## src/design/wsdf_pkg.sv

```systemverilog
// Shared types and constants for the WebSocket frame deframer.
package wsdf_pkg;

  localparam int LENGTH_BITS_DEF = 64;
  localparam int KEEP_W = 12;
  localparam logic [KEEP_W-1:0] KEEP_LIMIT_RST = 12'd1023;

  localparam logic [3:0] OPC_CLOSE = 4'h8;
  localparam logic [6:0] LEN7_EXT16 = 7'd126;
  localparam logic [6:0] LEN7_EXT64 = 7'd127;
  localparam logic [3:0] EXT16_BYTES = 4'd2;
  localparam logic [3:0] EXT64_BYTES = 4'd8;
  localparam logic [3:0] MASK_BYTES = 4'd4;

  typedef enum logic [2:0] {
    PH_HDR0    = 3'd0,
    PH_HDR1    = 3'd1,
    PH_EXTLEN  = 3'd2,
    PH_MASK    = 3'd3,
    PH_PAYLOAD = 3'd4
  } phase_t;

  typedef enum logic [1:0] {
    KIND_DATA  = 2'd0,
    KIND_EMPTY = 2'd1,
    KIND_CLOSE = 2'd2
  } kind_t;

  typedef struct packed {
    logic       valid;
    kind_t      kind;
    logic [7:0] payload_byte;
    logic       last;
  } result_t;

endpackage

```

## src/design/wsdf_parser.sv

```systemverilog
// Frame header and payload parser: holds the frame state and forms at most one result per byte.
module wsdf_parser #(
  parameter int LENGTH_BITS = wsdf_pkg::LENGTH_BITS_DEF
) (
  input  logic                        clk,
  input  logic                        rst,
  input  logic                        step,
  input  logic [7:0]                  in_byte,
  input  logic [wsdf_pkg::KEEP_W-1:0] keep_limit,
  output wsdf_pkg::result_t           result
);

  localparam logic [LENGTH_BITS-1:0] LEN_ONE = LENGTH_BITS'(1);

  wsdf_pkg::phase_t       phase, phase_next;
  logic [3:0]             frame_opcode, frame_opcode_next;
  logic                   is_masked, is_masked_next;
  logic [3:0]             header_bytes_left, header_bytes_left_next;
  logic [LENGTH_BITS-1:0] frame_length, frame_length_next;
  logic [31:0]            mask_key, mask_key_next;
  logic [LENGTH_BITS-1:0] payload_index, payload_index_next;

  logic                   length_done;
  logic                   header_done;
  logic [LENGTH_BITS-1:0] len_val;
  logic                   masked_val;
  logic [LENGTH_BITS-1:0] keep_ext;
  logic [LENGTH_BITS-1:0] kept;
  logic [LENGTH_BITS-1:0] idx_inc;
  logic [7:0]             key_byte;

  assign keep_ext = {{(LENGTH_BITS-wsdf_pkg::KEEP_W){1'b0}}, keep_limit};
  assign kept = (frame_length < keep_ext) ? frame_length : keep_ext;
  assign idx_inc = payload_index + LEN_ONE;

  always_comb begin
    case (payload_index[1:0])
      2'd0: key_byte = mask_key[31:24];
      2'd1: key_byte = mask_key[23:16];
      2'd2: key_byte = mask_key[15:8];
      default: key_byte = mask_key[7:0];
    endcase
  end

  always_comb begin
    phase_next = phase;
    frame_opcode_next = frame_opcode;
    is_masked_next = is_masked;
    header_bytes_left_next = header_bytes_left;
    frame_length_next = frame_length;
    mask_key_next = mask_key;
    payload_index_next = payload_index;
    length_done = 1'b0;
    header_done = 1'b0;
    len_val = frame_length;
    masked_val = is_masked;
    result = '0;

    unique case (phase)
      wsdf_pkg::PH_HDR1: begin
        is_masked_next = in_byte[7];
        masked_val = in_byte[7];
        mask_key_next = '0;
        frame_length_next = '0;
        if (in_byte[6:0] == wsdf_pkg::LEN7_EXT16 ||
            in_byte[6:0] == wsdf_pkg::LEN7_EXT64) begin
          header_bytes_left_next = (in_byte[6:0] == wsdf_pkg::LEN7_EXT16) ?
                                   wsdf_pkg::EXT16_BYTES : wsdf_pkg::EXT64_BYTES;
          phase_next = wsdf_pkg::PH_EXTLEN;
        end else begin
          len_val = {{(LENGTH_BITS-7){1'b0}}, in_byte[6:0]};
          frame_length_next = len_val;
          length_done = 1'b1;
        end
      end
      wsdf_pkg::PH_EXTLEN: begin
        len_val = {frame_length[LENGTH_BITS-9:0], in_byte};
        frame_length_next = len_val;
        header_bytes_left_next = header_bytes_left - 4'd1;
        length_done = (header_bytes_left_next == 4'd0);
      end
      wsdf_pkg::PH_MASK: begin
        mask_key_next = {mask_key[23:0], in_byte};
        header_bytes_left_next = header_bytes_left - 4'd1;
        header_done = (header_bytes_left_next == 4'd0);
      end
      wsdf_pkg::PH_PAYLOAD: begin
        payload_index_next = idx_inc;
        if (idx_inc >= frame_length) begin
          phase_next = wsdf_pkg::PH_HDR0;
        end
        if (frame_opcode != wsdf_pkg::OPC_CLOSE && payload_index < kept) begin
          result.valid = 1'b1;
          result.kind = wsdf_pkg::KIND_DATA;
          result.payload_byte = is_masked ? (in_byte ^ key_byte) : in_byte;
          result.last = (idx_inc == kept);
        end
      end
      default: begin
        frame_opcode_next = in_byte[3:0];
        phase_next = wsdf_pkg::PH_HDR1;
      end
    endcase

    if (length_done) begin
      if (masked_val) begin
        header_bytes_left_next = wsdf_pkg::MASK_BYTES;
        phase_next = wsdf_pkg::PH_MASK;
      end else begin
        header_done = 1'b1;
      end
    end

    if (header_done) begin
      payload_index_next = '0;
      phase_next = (len_val != '0) ? wsdf_pkg::PH_PAYLOAD : wsdf_pkg::PH_HDR0;
      if (frame_opcode == wsdf_pkg::OPC_CLOSE) begin
        result.valid = 1'b1;
        result.kind = wsdf_pkg::KIND_CLOSE;
        result.last = 1'b1;
      end else if (len_val == '0 || keep_limit == '0) begin
        result.valid = 1'b1;
        result.kind = wsdf_pkg::KIND_EMPTY;
        result.last = 1'b1;
      end
    end
  end

  always_ff @(posedge clk) begin
    if (rst) begin
      phase <= wsdf_pkg::PH_HDR0;
      frame_opcode <= '0;
      is_masked <= 1'b0;
      header_bytes_left <= '0;
      frame_length <= '0;
      mask_key <= '0;
      payload_index <= '0;
    end else if (step) begin
      phase <= phase_next;
      frame_opcode <= frame_opcode_next;
      is_masked <= is_masked_next;
      header_bytes_left <= header_bytes_left_next;
      frame_length <= frame_length_next;
      mask_key <= mask_key_next;
      payload_index <= payload_index_next;
    end
  end

endmodule

```

## src/design/websocket_frame_deframer.sv

```systemverilog
// Top level of the WebSocket frame deframer: input register, parser and result register.
// The block takes one stream byte per clock while the output side is ready: each accepted
// byte is held in an input register, parsed by the header and payload logic, and any result
// is stored in an output register from which it is presented. A new byte can still be taken
// into the empty input register while a result waits to be read.
// Frame lengths are kept to LENGTH_BITS bits; keep_limit is written through cfg_wr_en and
// cfg_wr_data and should be changed only while no result is outstanding.
module websocket_frame_deframer #(
  parameter int LENGTH_BITS = wsdf_pkg::LENGTH_BITS_DEF
) (
  input  logic                        clk,
  input  logic                        rst,
  input  logic                        s_axis_tvalid,
  output logic                        s_axis_tready,
  input  logic [7:0]                  s_axis_tdata,  // in_byte
  output logic                        m_axis_tvalid,
  input  logic                        m_axis_tready,
  output logic [7:0]                  m_axis_tdata,  // payload_byte
  output logic                        m_axis_tlast,
  output logic [1:0]                  m_axis_tuser,  // kind
  input  logic                        cfg_wr_en,
  input  logic [wsdf_pkg::KEEP_W-1:0] cfg_wr_data
);

  logic [wsdf_pkg::KEEP_W-1:0] keep_limit;
  logic                        in_valid;
  logic [7:0]                  in_data;
  logic                        advance;
  wsdf_pkg::result_t           result;
  wsdf_pkg::result_t           out_reg;

  assign advance = in_valid && (!out_reg.valid || m_axis_tready);
  assign s_axis_tready = !in_valid || advance;

  always_ff @(posedge clk) begin
    if (rst) begin
      keep_limit <= wsdf_pkg::KEEP_LIMIT_RST;
    end else if (cfg_wr_en) begin
      keep_limit <= cfg_wr_data;
    end
  end

  always_ff @(posedge clk) begin
    if (rst) begin
      in_valid <= 1'b0;
    end else if (s_axis_tready) begin
      in_valid <= s_axis_tvalid;
    end
  end

  always_ff @(posedge clk) begin
    if (s_axis_tready && s_axis_tvalid) begin
      in_data <= s_axis_tdata;
    end
  end

  wsdf_parser #(
    .LENGTH_BITS(LENGTH_BITS)
  ) u_parser (
    .clk        (clk),
    .rst        (rst),
    .step       (advance),
    .in_byte    (in_data),
    .keep_limit (keep_limit),
    .result     (result)
  );

  always_ff @(posedge clk) begin
    if (rst) begin
      out_reg <= '0;
    end else if (advance) begin
      out_reg <= result;
    end else if (m_axis_tready) begin
      out_reg.valid <= 1'b0;
    end
  end

  assign m_axis_tvalid = out_reg.valid;
  assign m_axis_tdata = out_reg.payload_byte;
  assign m_axis_tlast = out_reg.last;
  assign m_axis_tuser = out_reg.kind;

  a_status_is_last: assert property (@(posedge clk) disable iff (rst)
    (m_axis_tvalid && m_axis_tuser != wsdf_pkg::KIND_DATA) |->
      (m_axis_tlast && m_axis_tdata == 8'd0))
    else $error("Empty or close result without last or with nonzero data.");

  a_held_byte_kept: assert property (@(posedge clk) disable iff (rst)
    (in_valid && !advance) |=> (in_valid && $stable(in_data)))
    else $error("Held input byte was lost or changed while stalled.");

  a_no_accept_when_full: assert property (@(posedge clk) disable iff (rst)
    (in_valid && out_reg.valid && !m_axis_tready) |-> !s_axis_tready)
    else $error("Input taken while both stages are blocked.");

endmodule

```

## config.mk

```make
export PLATFORM = sky130hd
export DESIGN_NAME = websocket_frame_deframer
export DESIGN_NICKNAME = d
export VERILOG_FILES = /design/src/design/wsdf_pkg.sv /design/src/design/wsdf_parser.sv /design/src/design/websocket_frame_deframer.sv
export SDC_FILE = /design/constraint.sdc
export NUM_CORES = 1
export LEC_CHECK = 0
export BUFFER_PORTS_ARGS = -buffer_cell sky130_fd_sc_hd__buf_2
export CORE_ASPECT_RATIO = 0.6
export CORE_MARGIN = 1.5
export CORE_UTILIZATION = 69
export DETAILED_ROUTE_END_ITERATION = 8
export GPL_ROUTABILITY_DRIVEN = 0
export PLACE_DENSITY = 0.87
export SLEW_MARGIN = 40
export SYNTH_ARGS = -nofsm -noshare
export SYNTH_HDL_FRONTEND = slang
export SYNTH_SLANG_ARGS = --single-unit
```

## constraint.sdc

```tcl
create_clock -name clk -period 13.5 [get_ports clk]
set_clock_uncertainty 0.1 [all_clocks]
set_input_delay 1.35 -clock clk [delete_from_list [all_inputs] [get_ports clk]]
set_output_delay 1.35 -clock clk [all_outputs]
set_load 0.02 [all_outputs]
```

==> out/results.tsv, run 1 <==
metric	value	unit
via_per_inst	6.72	
die_h	112	um
core-area	0.0192	mm^2
ys.flop_type	dfxtp_1	
clk_pin_slew	0.06	ns
antenna_found_initial	0	
synthCells	1706	
wl_met1	17100	um
cellPowerDensity	86.5	mW/mm^2
track_usage	39.2	%
period_share	42.3	%
finalHoldViolCount	0	
synth_edf_count	8	
ys_seq_area_share	30.7	%
clkSinkCount	205	
end_kind	flip-flop	
hp-class	reg2reg	
post-cts-setup-buffer-count	0	
fin_hold_ws	0.354	ns
dp_slack	7.65	ns
overflow	0	
status	finished, final reports clean	
dr.pass1.iters	9	
die_area	0.0206	mm^2
finalMaxSlewViolations	0	
ctsHoldBuffers	0	
drive_gt1_share	6.10	%
vdd_drop_max	0.105	mV
port_buffers	37	
max_freq	0.175	GHz
wl	40500	um
worstPathRequired	13.85	ns
synth.most_common_cell	dfxtp_1	
fin_tns_setup	0	ns
grt_first_pass_wirelength	64200	um
clockRootBuffer	clkbuf_16	
slew_headroom	44.7	%
final_util	76.8	%
diodes	0	
vias	13500	
nFillCells	1405	
syn_area	0.0136	mm^2
setup_viol	0	
cp.arrival	6.06	ns
stdcell_count	2005	
cts_buffers	20	
drtIter0Drc	1947	
first_global_vias	12100	
worst_slack	7.79	ns
yosysWarnings	0	
ys_top_cells_by_count	dfxtp_1 (197), nor2_1 (194), ha_1 (145)	
start_kind	flip-flop	
rows	39	
crit_path_start	u_parser.frame_length[6]	
cts_tree	built	
htree_levels	1	
reg2reg_from	u_parser.frame_length[6]	
r2r_cells	18	
period_needed	5.71	ns
io_pins	38	
dp.cells	1972	
synth.avg_cell_area	7.99	um^2
area_growth	8.10	%
drc	0	
drv_cap	0	
dpl.hpwl	28900	um
crit_type	reg2reg	
topRoutingLayerUsed	met4	
clock_latency	0.53	ns
met3_length	6150	um
final_nets	1898	
async_flop_share	0	%
cts_buffer_depth	3	
ant_nets	0	
synth_top_area_share	28.9	%
grt_max_degree	100	
reg2reg_slack	7.79	ns
ys_types	76	
endpoint	m_axis_tvalid	
wl_per_cell	20.2	um
rr_endpoint	m_axis_tvalid	
p_leak	6.29	nW
worstPathMaxFanout	18	
synthTopCellsByArea	dfxtp_1 (29%), ha_1 (13%), a22oi_1 (5.8%)	
worst_slew_pin_slew	0.820	ns
cts_resized	0	
initial_core_util	71.1	%
die_x	184	um
wl_met2	16200	um
ys_ff_latch	205	
rsz0062_at_grt	no	
synth_top_cell_by_area	dfxtp_1	
final cells by class:
cell class	instances	area [um^2]	area share [%]
multi-input cells	1365	8960	60.8
flip-flops and latches	205	4180	28.4
clock buffers	24	536	3.64
inverters	89	334	2.27
well taps	266	333	2.26
repair buffers	47	270	1.83
clock inverters	9	113	0.765
sequential cells by signal, indices dropped and copies added, names as in the netlist, 2 cells and up:
register and count:
u_parser.mask_key 32, u_parser.header_bytes_left 4, in_data 8, u_parser.payload_index 64, m_axis_tuser 2, u_parser.frame_length 64
u_parser.frame_opcode 4, m_axis_tdata 8, u_parser.phase 3, keep_limit 12
worst min-delay path by stage:
stage / endpoint / cells past startpoint / slack [ns] / start
after floorplan: u_parser.mask_key[31] / 2 / 0.33 / u_parser.mask_key[31]
after global routing: m_axis_tdata[6] / 2 / 0.38 / m_axis_tdata[6]
after global placement: u_parser.mask_key[27] / 2 / 0.34 / u_parser.mask_key[27]
final: u_parser.mask_key[27] / 2 / 0.35 / u_parser.mask_key[27]
after detailed placement: u_parser.mask_key[24] / 2 / 0.35 / u_parser.mask_key[24]
after CTS: u_parser.mask_key[24] / 2 / 0.36 / u_parser.mask_key[24]
worst max-delay path, cell delays in order, from the launching register on:
cell and delay, ns:
dfxtp_1 0.58, ha_1 0.32, a21o_1 0.18, a221oi_1 0.33
o21ai_0 0.28, a211o_4 0.48, nor2_2 0.50, nor2_1 0.09
a21oi_1 0.15, ha_1 0.24, nor2b_1 0.13, o21a_1 0.17
o211ai_1 0.18, a31oi_1 0.10, a2111oi_0 0.39, o21ai_0 0.41
a21oi_2 0.64, o21ai_0 0.20, a21oi_1 0.16
stage by stage:
| step | power (mW) | area (um^2) |
|---|---|---|
| 2_1_floorplan | 0.686 | 13800 |
| 3_3_place_gp | 0.708 | 14100 |
| 3_5_place_dp | 0.711 | 14100 |
| 4_1_cts | 1.27 | 14700 |
| 5_1_grt | 1.30 | 14700 |
| 6_report | 1.27 | 14700 |
cells in the final DEF (no fill, tap or decap), types with 5 or more instances in the layout:
master and count:
o21a_1 8, a21oi_1 123, nand2_1 126, and4_1 17, and2_1 16, buf_2 36, a211oi_1 6, a222oi_1 8
buf_4 9, inv_1 88, o211ai_1 16, mux2i_1 12, ha_1 145, nand2b_1 7, nor2_1 191, o22ai_1 5
clkbuf_16 20, a21o_1 63, or4_1 10, xor2_1 22, and3_1 23, a31oi_1 5, or3_1 13, nor2b_1 9
conb_1 52, nand4_1 61, nor3_1 28, o21ai_0 61, a2111oi_0 6, nor4_1 30, a22oi_1 105, dfxtp_1 197
edfxtp_1 8, xnor2_1 53, nand3_1 78
where the power goes:
group          internal [mW]  switching, mW  total (mW)
sequential             0.615         0.0109       0.626
clock                  0.322          0.251       0.573
combinational         0.0232         0.0526      0.0758
metal layers:
layer	global-route usage [%]	vias up
met5	0	-
met4	10.8	0
met3	14.1	120
met2	54.4	846
met1	56.6	6271
li1	-	6236
cells by family after synthesis:
kind of cell / after synthesis / share of synthesized area (%)
buffers and inverters: 187 / 5.34
muxes: 13 / 0.964
DFF: 205 / 30.7
AOI/OAI and AO/OA: 440 / 21.4
and+or+nand+nor: 640 / 23.4
adders and majority gates: 145 / 13.3
xor gates and xnor gates: 75 / 4.82
other: 1 / 0.0275
Power figures use the tool's default switching activity.
==> inputs of run 2 (changes only) <==
--- a/config.mk
+++ b/config.mk
@@ -8,10 +8,10 @@
 export BUFFER_PORTS_ARGS = -buffer_cell sky130_fd_sc_hd__buf_2
 export CORE_ASPECT_RATIO = 0.6
 export CORE_MARGIN = 1.5
-export CORE_UTILIZATION = 69
+export CORE_UTILIZATION = 58
 export DETAILED_ROUTE_END_ITERATION = 8
 export GPL_ROUTABILITY_DRIVEN = 0
-export PLACE_DENSITY = 0.87
+export PLACE_DENSITY = 0.78
 export SLEW_MARGIN = 40
 export SYNTH_ARGS = -nofsm -noshare
 export SYNTH_HDL_FRONTEND = slang
==> constraint.sdc (replaced) <==
create_clock -name clk -period 5.2 [get_ports clk]
set_clock_uncertainty 0.1 [all_clocks]
set_input_delay 0.52 -clock clk [delete_from_list [all_inputs] [get_ports clk]]
set_output_delay 0.52 -clock clk [all_outputs]
set_load 0.02 [all_outputs]
==> run 2 against run 1 <==
  * Global-route usage down 5.4 points
  * Clock power rose to 2.9 times the previous value
  * Worst setup slack worse by 7.5 ns
  * Maximum frequency up 16%
  * Via count down 0.73%
  * Sequential power rose to 2.6 times the previous value
  * Sequential cell count unchanged
  * Highest routed layer is now met5
==> out/results.tsv, run 2 (same netlist as run 1, synthesis figures left out) <==
metric	value	unit	change
status	finished, final reports clean		unchanged
period_needed	4.93	ns	was 5.71 ns
finalMaxSlewViolations	0		unchanged
crit_slowest_cell	nor4b_1		was a21oi_2
rows	43		was 39
area_growth	10.9	%	was 8.10%
worst_slew_pin_slew	0.910	ns	was 0.820 ns
cellPowerDensity	231	mW/mm^2	was 86.5 mW/mm^2
clk_pin_slew	0.07	ns	was 0.06 ns
die_h	122	um	was 112 um
drive_gt1_share	7.37	%	was 6.10%
cts_tree	built		unchanged
fin_hold_ws	0.0791	ns	was 0.354 ns
htree_levels	1		unchanged
via_per_inst	6.43		was 6.72
vias	13400		was 13500
track_usage	33.7	%	was 39.2%
p_leak	6.47	nW	was 6.29 nW
max_freq	0.203	GHz	was 0.175 GHz
layout_common_cells	dfxtp_1 (197), nor2_1 (191), ha_1 (145), nand2_1 (125), a21oi_1 (124)		was dfxtp_1 (197), nor2_1 (191), ha_1 (145), nand2_1 (126), a21oi_1 (123)
fin_tns_setup	0	ns	unchanged
cp.arrival	5.27	ns	was 6.06 ns
io_pins	38		unchanged
crit_top_cell	ha_1		was o21ai_0
grt_max_degree	96		was 100
start_kind	flip-flop		unchanged
finalHoldViolCount	0		unchanged
cts_resized	0		unchanged
core-area	0.0231	mm^2	was 0.0192 mm^2
final_area	0.0151	mm^2	was 0.0147 mm^2
dr.pass1.iters	8		was 9
die_x	201	um	was 184 um
worstPathCellList	inv_1 -> ha_1 -> and3_1 -> a221oi_1 -> o21ai_0 -> a211o_4 -> nor2_2 -> mux2_2 -> ha_1 -> or3_1 -> nor4_1 -> nand4b_1 -> nor4b_1 -> nand4_1 -> o22ai_2		was ha_1 -> a21o_1 -> a221oi_1 -> o21ai_0 -> a211o_4 -> nor2_2 -> nor2_1 -> a21oi_1 -> ha_1 -> nor2b_1 -> o21a_1 -> o211ai_1 -> a31oi_1 -> a2111oi_0 -> o21ai_0 -> a21oi_2 -> o21ai_0 -> a21oi_1
grt_first_pass_wirelength	65700	um	was 64200 um
crit_path_start	keep_limit[7]		was u_parser.frame_length[6]
die_area	0.0245	mm^2	was 0.0206 mm^2
cts_buffer_depth	3		unchanged
antenna_found_initial	1		was 0
ctsHoldBuffers	0		unchanged
reg2reg_slack	0.27	ns	was 7.79 ns
clockRootBuffer	clkbuf_16		unchanged
first_global_vias	12000		was 12100
vdd_drop_max	0.268	mV	was 0.105 mV
clock_latency	0.52	ns	was 0.53 ns
post-cts-setup-buffer-count	0		unchanged
wl_per_cell	19.9	um	was 20.2 um
regArea	0.00418	mm^2	unchanged
clkSinkCount	205		unchanged
setup_viol	0		unchanged
reg2reg_from	keep_limit[7]		was u_parser.frame_length[6]
worstPathRequired	5.54	ns	was 13.85 ns
overflow	0		unchanged
multi_input_area	0.00895	mm^2	was 0.00896 mm^2
max_stage_delay	0.83	ns	was 0.64 ns
final_nets	1922		was 1898
hp-start	s_axis_tdata[6]		was u_parser.mask_key[27]
worstPathMaxFanout	18		unchanged
drv_cap	0		unchanged
largestRegisters	u_parser.frame_length: 64 flops, u_parser.payload_index: 64 flops, u_parser.mask_key: 32 flops		unchanged
slew_headroom	38.5	%	was 44.7%
period_share	94.8	%	was 42.3%
crit_type	reg2reg		unchanged
end_kind	flip-flop		unchanged
initial_core_util	59.0	%	was 71.1%
hp-class	in2reg		was reg2reg
ant_nets	0		unchanged
nFillCells	1951		was 1405
cts_buffers	20		unchanged
diodes	0		unchanged
drtIter0Drc	1651		was 1947
drc	0		unchanged
dpl.hpwl	30400	um	was 28900 um
wl	41400	um	was 40500 um
placed_area	0.0144	mm^2	was 0.0141 mm^2
final_common_cell	dfxtp_1		unchanged
port_buffers	37		unchanged
==> run 2: path summary, 6_finish.rpt <==
kind / end / cells after the start
setup / recovery: m_axis_tlast / 15
hold / removal: in_data[6] / 1
setup reg to reg: m_axis_tlast / 15
hold reg to reg: m_axis_tdata[6] / 2
==> run 2: report_power, final <==
group / switching, mW / internal (mW) / total (mW)
registers: 0.0273 / 1.60 / 1.62
logic: 0.140 / 0.0649 / 0.205
clock network: 0.658 / 1.01 / 1.66
==> run 2: per-stage QoR <==
| step | util (%) | cells | setup WS (ns) | power [mW] |
|---|---|---|---|---|
| 2_1_floorplan | - | 1757 | 0.755 | 1.78 |
| 3_3_place_gp | 61.9 | 2042 | 0.387 | 1.85 |
| 3_5_place_dp | 62.3 | 2045 | 0.354 | 1.85 |
| 4_1_cts | 65.4 | 2079 | 0.303 | 3.49 |
| 5_1_grt | 65.5 | 2079 | -0.0146 | 3.59 |
| 6_report | 65.5 | 2079 | 0.271 | 3.49 |
==> run 2: final cells by class <==
type                    instances  share of cell area (%)
flip-flops and latches        205                    27.7
multi-input cells            1365                    59.3
inverters                      89                    2.21
clock inverters                 5                   0.845
clock buffers                  29                    4.01
well taps                     315                    2.61
repair buffers                 71                    3.38
==> run 2: critical path, delay by kind of cell, from the launching register on <==
family	cells	cell delay, ns
buffers and inverters	1	0.11
and+or+nand+nor	7	2.28
AOI/OAI and AO/OA	4	1.03
muxes	1	0.36
adders and majority gates	2	0.58
DFF	1	0.38
==> run 2: routing by layer <==
metal  vias to the layer above  wire length [um]  track usage [%]
met2                       751             16200             46.7
met3                        73              5740             11.3
met4                         2               883             8.04
met1                      6269             18500             49.8
li1                       6280                 -                -
met5                         -                13                0
